## config.mk

```make
export PLATFORM = sky130hd
export DESIGN_NAME = balanced_shift_queue_pair_top
export DESIGN_NICKNAME = d
export VERILOG_FILES = /design/src/hw/rtl/bsq_pkg.sv /design/src/hw/rtl/balanced_shift_queue_pair_top.sv /design/src/hw/rtl/bsq_cell.sv
export SDC_FILE = /design/constraint.sdc
export NUM_CORES = 1
export LEC_CHECK = 0
export ABC_AREA = 1
export BUFFER_PORTS_ARGS = -buffer_cell sky130_fd_sc_hd__buf_2
export CORE_MARGIN = 2
export CORE_UTILIZATION = 60
export CTS_BUF_LIST = sky130_fd_sc_hd__clkbuf_16
export CTS_CLUSTER_DIAMETER = 40
export DETAILED_ROUTE_END_ITERATION = 6
export PLACE_DENSITY_LB_ADDON = 0.08
export SYNTH_ARGS = -nofsm -noshare
export SYNTH_HDL_FRONTEND = slang
export SYNTH_SLANG_ARGS = --single-unit
```

## constraint.sdc

```tcl
create_clock -name i_clk -period 4.7 [get_ports i_clk]
set_input_delay 0.47 -clock i_clk [delete_from_list [all_inputs] [get_ports i_clk]]
set_output_delay 0.47 -clock i_clk [all_outputs]
set_load 0.01 [all_outputs]
```

## src/hw/rtl/bsq_pkg.sv

```systemverilog
// Package for the balanced shift queue pair.
// Holds the command/result beat structs, the cell control and cell state structs,
// and the opcode and fill byte constants. Depends on nothing.
`default_nettype none

package bsq_pkg;

    localparam logic       OP_ENQUEUE = 1'b0;
    localparam logic       OP_DEQUEUE = 1'b1;
    localparam logic [7:0] FILL_BYTE  = 8'd35;   // '#'

    typedef struct packed {
        logic       opcode;
        logic [7:0] write_byte;
    } t_cmd;

    typedef struct packed {
        logic [7:0] read_byte;
        logic       done_ok;
        logic       went_to_second;
        logic [3:0] first_length;
        logic [3:0] second_length;
    } t_result;

    // Broadcast to every cell in a cycle.
    typedef struct packed {
        logic       pop_first;
        logic       pop_second;
        logic       push_first;
        logic       push_second;
        logic [7:0] write_byte;
    } t_cell_ctl;

    // What one cell holds and shows its neighbours.
    typedef struct packed {
        logic       occ_first;
        logic       occ_second;
        logic [7:0] byte_first;
        logic [7:0] byte_second;
    } t_cell_state;

endpackage

`default_nettype wire

```

## src/hw/rtl/balanced_shift_queue_pair_top.sv

```systemverilog
// Balanced shift queue pair: each accepted command gives its o_done beat in the next cycle.
// Throughput 1 command per cycle: every cell shifts or loads in the same cycle; busy stays low.
// The receiver cannot stall; each result beat is shown for exactly one cycle.
// Synchronous active-low reset empties both queues (counts to zero, cell occupancy clear).
// Depends on bsq_pkg and bsq_cell.
`default_nettype none

module balanced_shift_queue_pair_top
    import bsq_pkg::*;
#(
    parameter int QUEUE_DEPTH = 8
) (
    input  wire logic    i_clk,
    input  wire logic    i_rst_n,
    input  wire logic    start,
    output logic         busy,
    input  wire t_cmd    i_cmd,
    output logic         o_done,
    output t_result      o_result
);

    localparam int CNT_W = $clog2(QUEUE_DEPTH + 1);
    localparam logic [CNT_W-1:0] DEPTH_CNT = CNT_W'(QUEUE_DEPTH);
    localparam logic [CNT_W-1:0] ONE_CNT   = CNT_W'(1);

    // Element counts; the cells carry a thermometer copy of the same figure.
    logic [CNT_W-1:0] r_first_cnt,  n_first_cnt;
    logic [CNT_W-1:0] r_second_cnt, n_second_cnt;
    logic             r_done;
    t_result          r_result, n_result;

    t_cell_ctl        w_ctl;
    t_cell_state      w_cell  [QUEUE_DEPTH];
    t_cell_state      w_right [QUEUE_DEPTH];
    logic             w_left_first  [QUEUE_DEPTH];
    logic             w_left_second [QUEUE_DEPTH];

    logic w_accept, w_enq, w_both_full, w_any, w_first_ge;
    logic [CNT_W+3:0] w_first_ext, w_second_ext;

    // Never stall the command side: every cycle has room for a new beat.
    assign busy     = 1'b0;
    assign w_accept = start && !busy;
    assign w_enq    = (i_cmd.opcode == OP_ENQUEUE);

    assign w_both_full = (r_first_cnt == DEPTH_CNT) && (r_second_cnt == DEPTH_CNT);
    assign w_any       = (r_first_cnt != '0) || (r_second_cnt != '0);
    // Ties send an enqueue to the second queue and a dequeue to the first.
    assign w_first_ge  = (r_first_cnt >= r_second_cnt);

    always_comb begin
        w_ctl.write_byte  = i_cmd.write_byte;
        w_ctl.push_second = w_accept && w_enq && !w_both_full && w_first_ge;
        w_ctl.push_first  = w_accept && w_enq && !w_both_full && !w_first_ge;
        w_ctl.pop_first   = w_accept && !w_enq && w_any && w_first_ge;
        w_ctl.pop_second  = w_accept && !w_enq && w_any && !w_first_ge;
    end

    // Advance the counts alongside the cells.
    always_comb begin
        n_first_cnt  = r_first_cnt;
        n_second_cnt = r_second_cnt;
        if (w_ctl.push_first)  n_first_cnt  = r_first_cnt + ONE_CNT;
        if (w_ctl.pop_first)   n_first_cnt  = r_first_cnt - ONE_CNT;
        if (w_ctl.push_second) n_second_cnt = r_second_cnt + ONE_CNT;
        if (w_ctl.pop_second)  n_second_cnt = r_second_cnt - ONE_CNT;
    end

    assign w_first_ext  = {4'b0000, n_first_cnt};
    assign w_second_ext = {4'b0000, n_second_cnt};

    // Build the result beat: the head is always cell 0; report the low four count bits.
    always_comb begin
        n_result.read_byte = FILL_BYTE;
        if (w_ctl.pop_first)  n_result.read_byte = w_cell[0].byte_first;
        if (w_ctl.pop_second) n_result.read_byte = w_cell[0].byte_second;
        n_result.done_ok        = w_ctl.push_first || w_ctl.push_second ||
                                  w_ctl.pop_first  || w_ctl.pop_second;
        n_result.went_to_second = w_ctl.push_second || w_ctl.pop_second;
        n_result.first_length   = w_first_ext[3:0];
        n_result.second_length  = w_second_ext[3:0];
    end

    // The chain: each cell sees its left neighbour's occupancy and its right neighbour's entry.
    // Past the tail a dequeue shifts in an empty fill entry; ahead of the head counts as full.
    for (genvar g = 0; g < QUEUE_DEPTH; g++) begin : g_cell
        if (g == QUEUE_DEPTH - 1) begin : g_tail
            assign w_right[g] = '{occ_first: 1'b0, occ_second: 1'b0,
                                  byte_first: FILL_BYTE, byte_second: FILL_BYTE};
        end else begin : g_mid
            assign w_right[g] = w_cell[g+1];
        end
        if (g == 0) begin : g_head
            assign w_left_first[g]  = 1'b1;
            assign w_left_second[g] = 1'b1;
        end else begin : g_body
            assign w_left_first[g]  = w_cell[g-1].occ_first;
            assign w_left_second[g] = w_cell[g-1].occ_second;
        end

        bsq_cell u_cell (
            .i_clk            (i_clk),
            .i_rst_n          (i_rst_n),
            .i_ctl            (w_ctl),
            .i_left_occ_first (w_left_first[g]),
            .i_left_occ_second(w_left_second[g]),
            .i_right          (w_right[g]),
            .o_state          (w_cell[g])
        );
    end

    always_ff @(posedge i_clk) begin
        if (!i_rst_n) begin
            r_first_cnt  <= '0;
            r_second_cnt <= '0;
            r_done       <= 1'b0;
        end else begin
            r_first_cnt  <= n_first_cnt;
            r_second_cnt <= n_second_cnt;
            r_done       <= w_accept;
        end
    end

    // Hold the result beat as payload; the strobe alone carries its validity.
    always_ff @(posedge i_clk) begin
        r_result <= n_result;
    end

    assign o_done   = r_done;
    assign o_result = r_result;

    // Every accepted command yields exactly one result beat in the next cycle.
    a_one_beat: assert property (@(posedge i_clk) disable iff (!i_rst_n)
        w_accept |=> o_done)
        else $error("accepted command produced no result beat");

    // The head cell's first-queue occupancy must agree with the first counter.
    a_head_first: assert property (@(posedge i_clk) disable iff (!i_rst_n)
        w_cell[0].occ_first == (r_first_cnt != '0))
        else $error("first queue head occupancy disagrees with count");

    // Balancing keeps the second queue equal to, or one longer than, the first.
    a_balanced: assert property (@(posedge i_clk) disable iff (!i_rst_n)
        (r_second_cnt == r_first_cnt) ||
        ({1'b0, r_second_cnt} == ({1'b0, r_first_cnt} + {1'b0, ONE_CNT})))
        else $error("queue lengths out of balance");

endmodule

`default_nettype wire

```

## src/hw/rtl/bsq_cell.sv

```systemverilog
// One cell of the queue pair: entry i of the first and of the second queue.
// Depends on bsq_pkg (t_cell_ctl, t_cell_state).
`default_nettype none

module bsq_cell
    import bsq_pkg::*;
(
    input  wire logic        i_clk,
    input  wire logic        i_rst_n,
    input  wire t_cell_ctl   i_ctl,
    input  wire logic        i_left_occ_first,
    input  wire logic        i_left_occ_second,
    input  wire t_cell_state i_right,
    output t_cell_state      o_state
);

    logic       r_occ_first,  n_occ_first;
    logic       r_occ_second, n_occ_second;
    logic [7:0] r_byte_first, n_byte_first;
    logic [7:0] r_byte_second, n_byte_second;

    // Pop: take the right neighbour's entry. Push: load only at the first free cell.
    always_comb begin
        n_occ_first  = r_occ_first;
        n_byte_first = r_byte_first;
        if (i_ctl.pop_first) begin
            n_occ_first  = i_right.occ_first;
            n_byte_first = i_right.byte_first;
        end else if (i_ctl.push_first && !r_occ_first && i_left_occ_first) begin
            n_occ_first  = 1'b1;
            n_byte_first = i_ctl.write_byte;
        end
    end

    always_comb begin
        n_occ_second  = r_occ_second;
        n_byte_second = r_byte_second;
        if (i_ctl.pop_second) begin
            n_occ_second  = i_right.occ_second;
            n_byte_second = i_right.byte_second;
        end else if (i_ctl.push_second && !r_occ_second && i_left_occ_second) begin
            n_occ_second  = 1'b1;
            n_byte_second = i_ctl.write_byte;
        end
    end

    always_ff @(posedge i_clk) begin
        if (!i_rst_n) begin
            r_occ_first  <= 1'b0;
            r_occ_second <= 1'b0;
        end else begin
            r_occ_first  <= n_occ_first;
            r_occ_second <= n_occ_second;
        end
    end

    always_ff @(posedge i_clk) begin
        r_byte_first  <= n_byte_first;
        r_byte_second <= n_byte_second;
    end

    assign o_state.occ_first   = r_occ_first;
    assign o_state.occ_second  = r_occ_second;
    assign o_state.byte_first  = r_byte_first;
    assign o_state.byte_second = r_byte_second;

endmodule

`default_nettype wire

```

==> results.json, run 1 <==
{
  "status": "complete, but fails checks",
  "violations": "DRC",
  "grt_max_degree": 59,
  "setup_viol": 0,
  "rsz0062_at_grt": "false",
  "drive_gt1_share_pct": 11.4,
  "viasPerCell": 5.36,
  "postLayoutCoreUtil_pct": 69.0,
  "wl_per_cell_um": 15.2,
  "timing.fmax_mhz": 324,
  "start_util_pct": 61.9,
  "synth_compound_area_share_pct": 4.32,
  "cts_repair_resize_count": 0,
  "synth_seq_cells": 171,
  "fin_cells": 917,
  "cts.clk_slew.worst_paths_ns": 0.06,
  "synthesis.area_mm2": 0.00713,
  "synthCells": 736,
  "worstHoldStart": "start",
  "grtUsageTotal_pct": 23.7,
  "multi_input_area_mm2": 0.00217,
  "synthAdderAreaFrac_pct": 1.58,
  "clockBufferDepth": 2,
  "final_common_cell": "nand2_1",
  "fin_crit_sh_pct": 65.6,
  "final_nets": 782,
  "worstSetupEndpointType": "flop",
  "antenna_found_initial": 0,
  "firstDrtPassIters": 7,
  "insertedDiodeCount": 0,
  "drv_slew": 0,
  "dpl.hpwl_um": 8980,
  "hold_violations": 0,
  "cts_sinks": 171,
  "netlist-cell-type-count": 34,
  "vdd_drop_max_uv": 385,
  "synth_mux_area_share_pct": 0,
  "vias": 4911,
  "synth_top_family_by_area": "simple AND/OR/NAND/NOR gates",
  "crit_path_cell_trace": "inv_4, ha_1, nand2_1, inv_1, nand2_1, nand3_4, nand2_2, inv_2, nand2_1, nand2_1",
  "cts_root_buf": "clkbuf_16",
  "final-seq-area_mm2": 0.00454,
  "die_height_um": 113,
  "cts_max_level": 4,
  "crit_arrival_ns": 3.25,
  "overflow": 0,
  "rows": 39,
  "worst_r2r_startpoint": "r_second_cnt[2]",
  "finalSetupTns_ns": 0,
  "yosysWarnings": 0,
  "cap_violations": 0,
  "final_antenna_net_count": 0,
  "wirelength_um": 13900,
  "critPathBufInv": 3,
  "dieArea_mm2": 0.0128,
  "whs_ns": 0.250,
  "ys_seq_area_share_pct": 63.8,
  "hp-class": "input port to flop",
  "worstSetupPathType": "flop to flop",
  "grt_pass1_wl_um": 23300,
  "syn_to_final_growth_pct": 11.5,
  "slowest_stage": "nand2_2",
  "place_inst": 885,
  "tightest_slew_ns": 1.22,
  "post-synth-top-area-fraction_pct": 47.2,
  "power.total_mw": 5.69,
  "place_congestion": 0.861,
  "avgSynthCellArea_um2": 9.68,
  "post_cts_buffers": 0,
  "hold_buffers": 0,
  "cp_max_fo": 58,
  "fillers": 878,
  "start_kind": "flop",
  "startpoint": "r_second_cnt[2]",
  "path_delay_family": "simple AND/OR/NAND/NOR gates",
  "cts_buffers": 17,
  "detail_route.drc_violations": 3,
  "fin_crit_ns": 3.08,
  "core_region_area_mm2": 0.0115,
  "cts_tree": "built",
  "clk_latency_ns": 0.43,
  "io_pins": 32,
  "r2r_slack_ns": 1.62,
  "final_cell_mix": "nand2_1, edfxtp_1, dfxtp_1",
  "synth_xor_area_share_pct": 0.614,
  "drt_iter0_drc": 443,
  "first_global_vias": 4801,
  "finClkSkew_ns": 0.00393,
  "p_leak_nw": 3.46,
  "yosys.area_share.simple_pct": 23.8,
  "cellPowerDensity_mw_per_mm2": 716,
  "ys_top_cells_by_area": "edfxtp_1, dfxtp_1, nand2_1, inv_1, nor2_1",
  "cp_common_cell": "nand2_1",
  "die_x_um": 113,
  "cp.required_ns": 4.87,
  "cpPeakStageDelay_ns": 0.65,
  "synth.largest_area_cell": "edfxtp_1",
  "synth_nets": 757,
  "io_buffers": 30,
  "relSlewSlack_pct": 17.5
}
-- where the power goes --
part           internal, mW  total, mW  switching [mW]
Sequential             2.33       2.54           0.207
Clock                 0.943       1.50           0.560
Combinational         0.489       1.64            1.15
-- cell usage after synthesis (all sizes together) --
master  count
xor2        5
nor2b       1
clkbuf      1
inv        58
o21ai      35
nand4       6
nand2     311
nor2       51
ha          9
nor3        2
clkinv      1
conb        1
a21oi       8
o22a        3
o21bai      1
nand3      37
buf        28
a22o        5
or2         2
dfxtp      59
edfxtp    112
-- worst reg2reg max path, stage by stage, from the launching register on --
cell and delay, ns:
dfxtp_1 0.49, inv_4 0.07, ha_1 0.29, nand2_1 0.07
inv_1 0.05, nand2_1 0.10, nand3_4 0.17, nand2_2 0.66
inv_2 0.60, nand2_1 0.24, nand2_1 0.08
-- area by class of cell --
class | count | share of cell area (%)
flip-flops and latches | 171 | 57.2
inverters | 59 | 2.82
multi-input cells | 477 | 27.3
well taps | 143 | 2.25
clock inverters | 13 | 2.11
repair buffers | 35 | 2.36
clock buffers | 19 | 5.99
-- routing by layer --
metal,GRT usage (%),routed length (um),vias up,share of wire (%)
met1,31.1,6280,2337,45
met4,10.7,352,0,2.5
met3,4.82,575,30,4.1
met2,38.6,6710,122,48
li1,-,-,2422,-
met5,0,0,-,0
-- final timing paths --
check,end,depth (start not counted)
worst min-delay path,o_done,3
worst max-delay path,g_cell[0].u_cell.r_byte_first[3],10
worst min register to register,o_result[16],1
worst max register to register,g_cell[0].u_cell.r_byte_first[3],10
-- kinds of logic (layout without fill, tap and decap cells) --
group                      count (synthesis)  in the layout
and+or+nand+nor                          410            410
DFF                                      171            171
AOI/OAI and AO/OA                         52             52
buffers and inverters                     88            126
other                                      1              1
xor gates and xnor gates                   5              5
adders and majority gates                  9              9
-- registers in the layout, summed over array words and instances (netlist names) --
register                     count
r_second_cnt                     4
o_done                           1
o_result                        18
g_cell.u_cell.r_byte_first      64
r_first_cnt                      4
g_cell.u_cell.r_byte_second     64
g_cell.u_cell.r_occ_second       8
g_cell.u_cell.r_occ_first        8
-- stage by stage --
stage               setup slack, ns  instance area [um2]
finish                         1.62                 7940
global route                   1.25                 7940
CTS                            1.62                 7940
detailed placement             1.62                 7300
global placement               1.72                 7300
floorplan                      2.38                 7130
Note: power is estimated with default switching activity, not from simulation.
==> inputs of run 2 (changes only) <==
--- a/config.mk
+++ b/config.mk
@@ -5,10 +5,10 @@
 export SDC_FILE = /design/constraint.sdc
 export NUM_CORES = 1
 export LEC_CHECK = 0
-export ABC_AREA = 1
+export ABC_AREA = 0
 export BUFFER_PORTS_ARGS = -buffer_cell sky130_fd_sc_hd__buf_2
 export CORE_MARGIN = 2
-export CORE_UTILIZATION = 60
+export CORE_UTILIZATION = 55
 export CTS_BUF_LIST = sky130_fd_sc_hd__clkbuf_16
 export CTS_CLUSTER_DIAMETER = 40
 export DETAILED_ROUTE_END_ITERATION = 6
==> constraint.sdc (replaced) <==
create_clock -name i_clk -period 2.7 [get_ports i_clk]
set_input_delay 0.27 -clock i_clk [delete_from_list [all_inputs] [get_ports i_clk]]
set_output_delay 0.27 -clock i_clk [all_outputs]
set_load 0.01 [all_outputs]
==> run 2 against run 1 <==
Effect of this change: the flow now finishes without violations; sequential share of layout area is 1.2 points lower; count of clock-buffer cells in the layout is 2 lower; non-clock buffer count is 23 higher; sequential power is 76% higher.
==> results.json, run 2 <==
{
  "worstSetupPathType": "flop to flop",
  "hold_violations": 0,
  "ys_top_cells_by_area": "edfxtp_1, dfxtp_1, a21o_1, mux2i_1, nand2_1",
  "wirelength_um": 13500,
  "start_util_pct": 56.6,
  "cts_sinks": 171,
  "setup_viol": 0,
  "cts_root_buf": "clkbuf_16",
  "yosysWarnings": 0,
  "power.total_mw": 10.3,
  "cpPeakStageDelay_ns": 0.41,
  "post-synth-top-area-fraction_pct": 46.9,
  "die_height_um": 118,
  "relSlewSlack_pct": 56.5,
  "cts_max_level": 4,
  "ys_top_cells_by_count": "a21o_1, edfxtp_1, dfxtp_1",
  "start_kind": "flop",
  "first_global_vias": 4338,
  "netlist-cell-type-count": 47,
  "synth_edf_count": 112,
  "final_cell_mix": "a21o_1, edfxtp_1, dfxtp_1",
  "antenna_found_initial": 0,
  "drv_slew": 0,
  "cp.required_ns": 2.83,
  "clock_power_share_pct": 22.6,
  "finalSetupTns_ns": 0,
  "wl_per_cell_um": 17.3,
  "drt_iter0_drc": 364,
  "place_congestion": 0.854,
  "crit_arrival_ns": 2.62,
  "fin_crit_ns": 2.49,
  "internal_power_mw": 6.82,
  "dpl.hpwl_um": 9080,
  "crit_path_cell_trace": "inv_1, ha_1, nand3_1, o22a_2, a21oi_1, buf_4, nand2_1, o21ai_1, buf_4",
  "tightest_slew_ns": 0.645,
  "insertedDiodeCount": 0,
  "hp-class": "input port to flop",
  "combPwrFrac_pct": 34.0,
  "detail_route.drc_violations": 0,
  "synth_nets": 585,
  "cts_tree": "built",
  "p_leak_nw": 3.49,
  "io_buffers": 30,
  "final_nets": 619,
  "synthCells": 564,
  "cts.clk_slew.worst_paths_ns": 0.06,
  "grt_max_degree": 62,
  "dpl_worst_slack_ns": 0.142,
  "p_switching_mw": 3.50,
  "synth.largest_area_cell": "edfxtp_1",
  "timing.fmax_mhz": 401,
  "avgSynthCellArea_um2": 12.7,
  "overflow": 0,
  "synth_top_flop_cell": "edfxtp_1",
  "core_region_area_mm2": 0.0127,
  "final.setup.worst_slack_ns": 0.208,
  "cap_violations": 0,
  "firstDrtPassIters": 5,
  "rsz0062_at_grt": "false",
  "clk_latency_ns": 0.42,
  "dieArea_mm2": 0.0140,
  "async_flop_share_pct": 0,
  "cts_buffers": 17,
  "rows": 41,
  "die_x_um": 118,
  "sw_frac_of_total_pct": 33.9,
  "synthesis.area_mm2": 0.00717,
  "vdd_drop_max_uv": 564,
  "clockBufferDepth": 2,
  "final_antenna_net_count": 0,
  "finClkSkew_ns": 0.00589,
  "io_pins": 32,
  "hold_buffers": 0,
  "r2r_slack_ns": 0.21,
  "cellPowerDensity_mw_per_mm2": 1270,
  "worstSetupEndpointType": "flop",
  "syn_to_final_growth_pct": 13.2,
  "power_frac_seq_pct": 43.4,
  "grt_pass1_wl_um": 21900,
  "slowest_stage": "dfxtp_1",
  "grtUsageTotal_pct": 20.3,
  "synth_seq_cells": 171,
  "cp_common_cell": "buf_4",
  "status": "finished clean",
  "drive_gt1_share_pct": 16.4,
  "viasPerCell": 5.57,
  "ys_seq_area_share_pct": 63.4,
  "cp_max_fo": 8,
  "fin_crit_sh_pct": 92.3,
  "vias": 4361
}
run 2: power groups by stage:
stage	registers (mW)	clock network [mW]	logic, mW
2_1_floorplan	4.45	0	2.46
3_3_place_gp	4.50	0	3.31
3_5_place_dp	4.53	0	3.39
4_1_cts	4.48	2.38	3.40
5_1_grt	4.58	2.49	3.89
6_report	4.48	2.34	3.50
run 2: metrics by stage:
step | utilization [%] | std cells | hold WS, ns | cell area, um2
finish | 64.0 | 783 | 0.118 | 8110
global route | 64.0 | 783 | 0.126 | 8110
CTS | 63.7 | 782 | 0.0995 | 8070
detailed placement | 59.2 | 750 | 0.453 | 7510
global placement | 59.2 | 750 | 0.451 | 7510
floorplan | - | 564 | 0.392 | 7170
run 2: final timing paths:
path | start | end | cells past startpoint
min | i_cmd[5] | g_cell[7].u_cell.r_byte_first[5] | 3
max reg2reg | r_second_cnt[2] | g_cell[6].u_cell.r_byte_second[2] | 9
max | r_second_cnt[2] | g_cell[6].u_cell.r_byte_second[2] | 9
min reg2reg | g_cell[0].u_cell.r_byte_second[5] | o_result[15] | 2
run 2: worst max-delay path, delay by kind of cell (launching register included):
| kind | cells | cell delay [ns] |
|---|---|---|
| compound gates | 3 | 0.69 |
| buf+inv | 3 | 0.52 |
| flops | 1 | 0.41 |
| fa+ha+maj | 1 | 0.33 |
| simple gates | 2 | 0.24 |
run 2: kinds of logic (layout without fill, tap and decap cells):
logic type | count (synthesis) | count (layout) | synth area share, %
xor gates and xnor gates | 4 | 4 | 0.489
buffers and inverters | 56 | 102 | 4.59
adders and majority gates | 9 | 9 | 1.57
AOI/OAI and AO/OA | 190 | 191 | 19.1
and+or+nand+nor | 112 | 112 | 7.90
other | 1 | 1 | 0.0523
DFF | 171 | 171 | 63.4
muxes | 21 | 21 | 2.93
run 2: layout make-up:
class                           count  area (um2)
Sequential cell                   171        4540
Clock inverter                     15         141
Multi-Input combinational cell    338        2340
Inverter                           12        45.0
Tap cell                          172         215
Fill cell                        1030        4560
Clock buffer                       17         425
Timing Repair Buffer               58         398
run 2: metal layers:
layer | GRT usage (%) | part of all wire (%)
met4 | 9.26 | 1.7
met5 | 0 | 0
met2 | 31.8 | 47
met3 | 4.25 | 4.1
met1 | 27.1 | 47
run 2: timing repair:
action                                  in CTS  in global routing
endpoints found under the setup margin       0                 50
hold endpoints to repair                     0                  0
gates resized for setup                      0                  6
setup buffers                                0                  0
==> inputs of run 3 (changes only) <==
--- a/config.mk
+++ b/config.mk
@@ -8,7 +8,7 @@
 export ABC_AREA = 0
 export BUFFER_PORTS_ARGS = -buffer_cell sky130_fd_sc_hd__buf_2
 export CORE_MARGIN = 2
-export CORE_UTILIZATION = 55
+export CORE_UTILIZATION = 60
 export CTS_BUF_LIST = sky130_fd_sc_hd__clkbuf_16
 export CTS_CLUSTER_DIAMETER = 40
 export DETAILED_ROUTE_END_ITERATION = 6
==> constraint.sdc (replaced) <==
create_clock -name i_clk -period 2.9 [get_ports i_clk]
set_input_delay 0.29 -clock i_clk [delete_from_list [all_inputs] [get_ports i_clk]]
set_output_delay 0.29 -clock i_clk [all_outputs]
set_load 0.01 [all_outputs]
==> run 3 against run 2 <==
Effect of this change: count of clock-buffer cells in the layout increased by 3; setup slack got worse by 0.042 ns; cell count decreased by 3.7%; critical path type unchanged; largest cell class unchanged; highest routed layer unchanged.
==> results.json, run 3 (same netlist as run 2, synthesis figures left out) <==
{
  "start_kind": "flop",
  "syn_to_final_growth_pct": 11.8,
  "finalSetupTns_ns": 0,
  "vias": 4440,
  "fin_crit_ns": 2.73,
  "worst_r2r_startpoint": "r_second_cnt[3]",
  "rsz0062_at_grt": "false",
  "drive_gt1_share_pct": 16.9,
  "cts_root_buf": "clkbuf_16",
  "clockBufferDepth": 2,
  "hp-class": "input port to flop",
  "firstDrtPassIters": 4,
  "wl_per_cell_um": 18.7,
  "p_leak_nw": 3.49,
  "relSlewSlack_pct": 53.4,
  "vdd_drop_max_uv": 589,
  "place_congestion": 0.887,
  "worstSetupEndpointType": "flop",
  "clock_power_share_pct": 22.5,
  "cp_max_fo": 33,
  "cellPowerDensity_mw_per_mm2": 1180,
  "io_pins": 32,
  "core_region_area_mm2": 0.0116,
  "crit_arrival_ns": 2.90,
  "dpl.hpwl_um": 9640,
  "hold_buffers": 0,
  "worstHoldStart": "i_cmd[4]",
  "drv_slew": 0,
  "die_height_um": 113,
  "internal_power_mw": 6.18,
  "viasPerCell": 5.89,
  "io_buffers": 30,
  "grt_max_degree": 72,
  "grtUsageTotal_pct": 23.7,
  "die_x_um": 113,
  "start_util_pct": 62.0,
  "cap_violations": 0,
  "post_cts_buffers": 0,
  "sw_frac_of_total_pct": 34.8,
  "cts.clk_slew.worst_paths_ns": 0.06,
  "status": "finished clean",
  "antenna_found_initial": 0,
  "drt_iter0_drc": 393,
  "cts_buffers": 17,
  "grt_pass1_wl_um": 22800,
  "setup_viol": 0,
  "rows": 39,
  "overflow": 0,
  "power_frac_seq_pct": 43.9,
  "tightest_slew_ns": 0.697,
  "fin_crit_sh_pct": 94.3,
  "timing.fmax_mhz": 366,
  "dieArea_mm2": 0.0128,
  "startpoint": "r_second_cnt[3]",
  "cts_repair_resize_count": 0,
  "p_switching_mw": 3.31,
  "cts_tree": "built",
  "cts_sinks": 171,
  "clk_latency_ns": 0.43,
  "first_global_vias": 4228,
  "insertedDiodeCount": 0,
  "combPwrFrac_pct": 33.6,
  "power.total_mw": 9.49,
  "final_antenna_net_count": 0,
  "wirelength_um": 14100,
  "detail_route.drc_violations": 0,
  "cts_max_level": 4,
  "hold_violations": 0,
  "finClkSkew_ns": 0.00721,
  "final_cell_mix": "a21o_1, edfxtp_1, dfxtp_1",
  "worstSetupPathType": "flop to flop",
  "cp.required_ns": 3.07,
  "final_nets": 619
}
[run 3: changes by cell type in the layout (fill, tap and decap cells not counted), sizes merged, moves of 3 or more]
cell	change
clkbuf	+3
inv	+6
clkinv	-5
bufinv	-3
[run 3: worst paths after layout]
kind                                  endpoint  slack [ns]  cells after the start
max reg2reg   g_cell[0].u_cell.r_byte_first[7]        0.17                      7
max           g_cell[0].u_cell.r_byte_first[7]        0.17                      7
min          g_cell[7].u_cell.r_byte_second[4]        0.17                      3
min reg2reg   g_cell[7].u_cell.r_byte_first[0]        0.48                      2
[run 3: layout make-up]
type	count	area, um2
clock inverter	12	62.6
inverter	12	45.0
clock buffer	20	500
multi-input combinational	337	2300
timing repair buffer	59	380
fill	810	3550
sequential	171	4540
tap	143	179
[run 3: power groups by stage]
| stage | clock (mW) | combinational, mW | sequential [mW] |
|---|---|---|---|
| after floorplan | 0 | 2.28 | 4.15 |
| after global placement | 0 | 3.09 | 4.18 |
| after CTS | 2.16 | 3.20 | 4.17 |
| final | 2.14 | 3.18 | 4.17 |
| after global routing | 2.27 | 3.52 | 4.26 |
| after detailed placement | 0 | 3.17 | 4.21 |
[run 3: worst max-delay path: stages (launching register included)]
cell and delay [ns]:
dfxtp_1 0.50, inv_1 0.11, ha_1 0.31, nand3_1 0.11
o22ai_2 0.52, o21ai_4 0.31, and2_1 0.36, a21o_1 0.24
[run 3: stage by stage]
step,utilization [%],std cells,worst slack [ns],cell area (um2),hold slack (ns)
finish,69.3,754,0.166,8020,0.173
global route,69.3,754,0.0228,8020,0.172
CTS,69.3,754,0.192,8020,0.164
detailed placement,64.4,722,0.193,7450,0.469
global placement,64.4,722,0.282,7450,0.456
floorplan,-,564,0.0995,7170,0.412
[run 3: per-layer routing]
metal | wire, um | vias to the layer above | track usage (%) | part of all wire [%]
met5 | 0 | - | 0 | 0
met4 | 284 | 0 | 9.76 | 2.0
met3 | 566 | 18 | 5.73 | 4.0
met2 | 6650 | 107 | 35.8 | 47
met1 | 6590 | 2194 | 33.4 | 47
li1 | - | 2121 | - | -
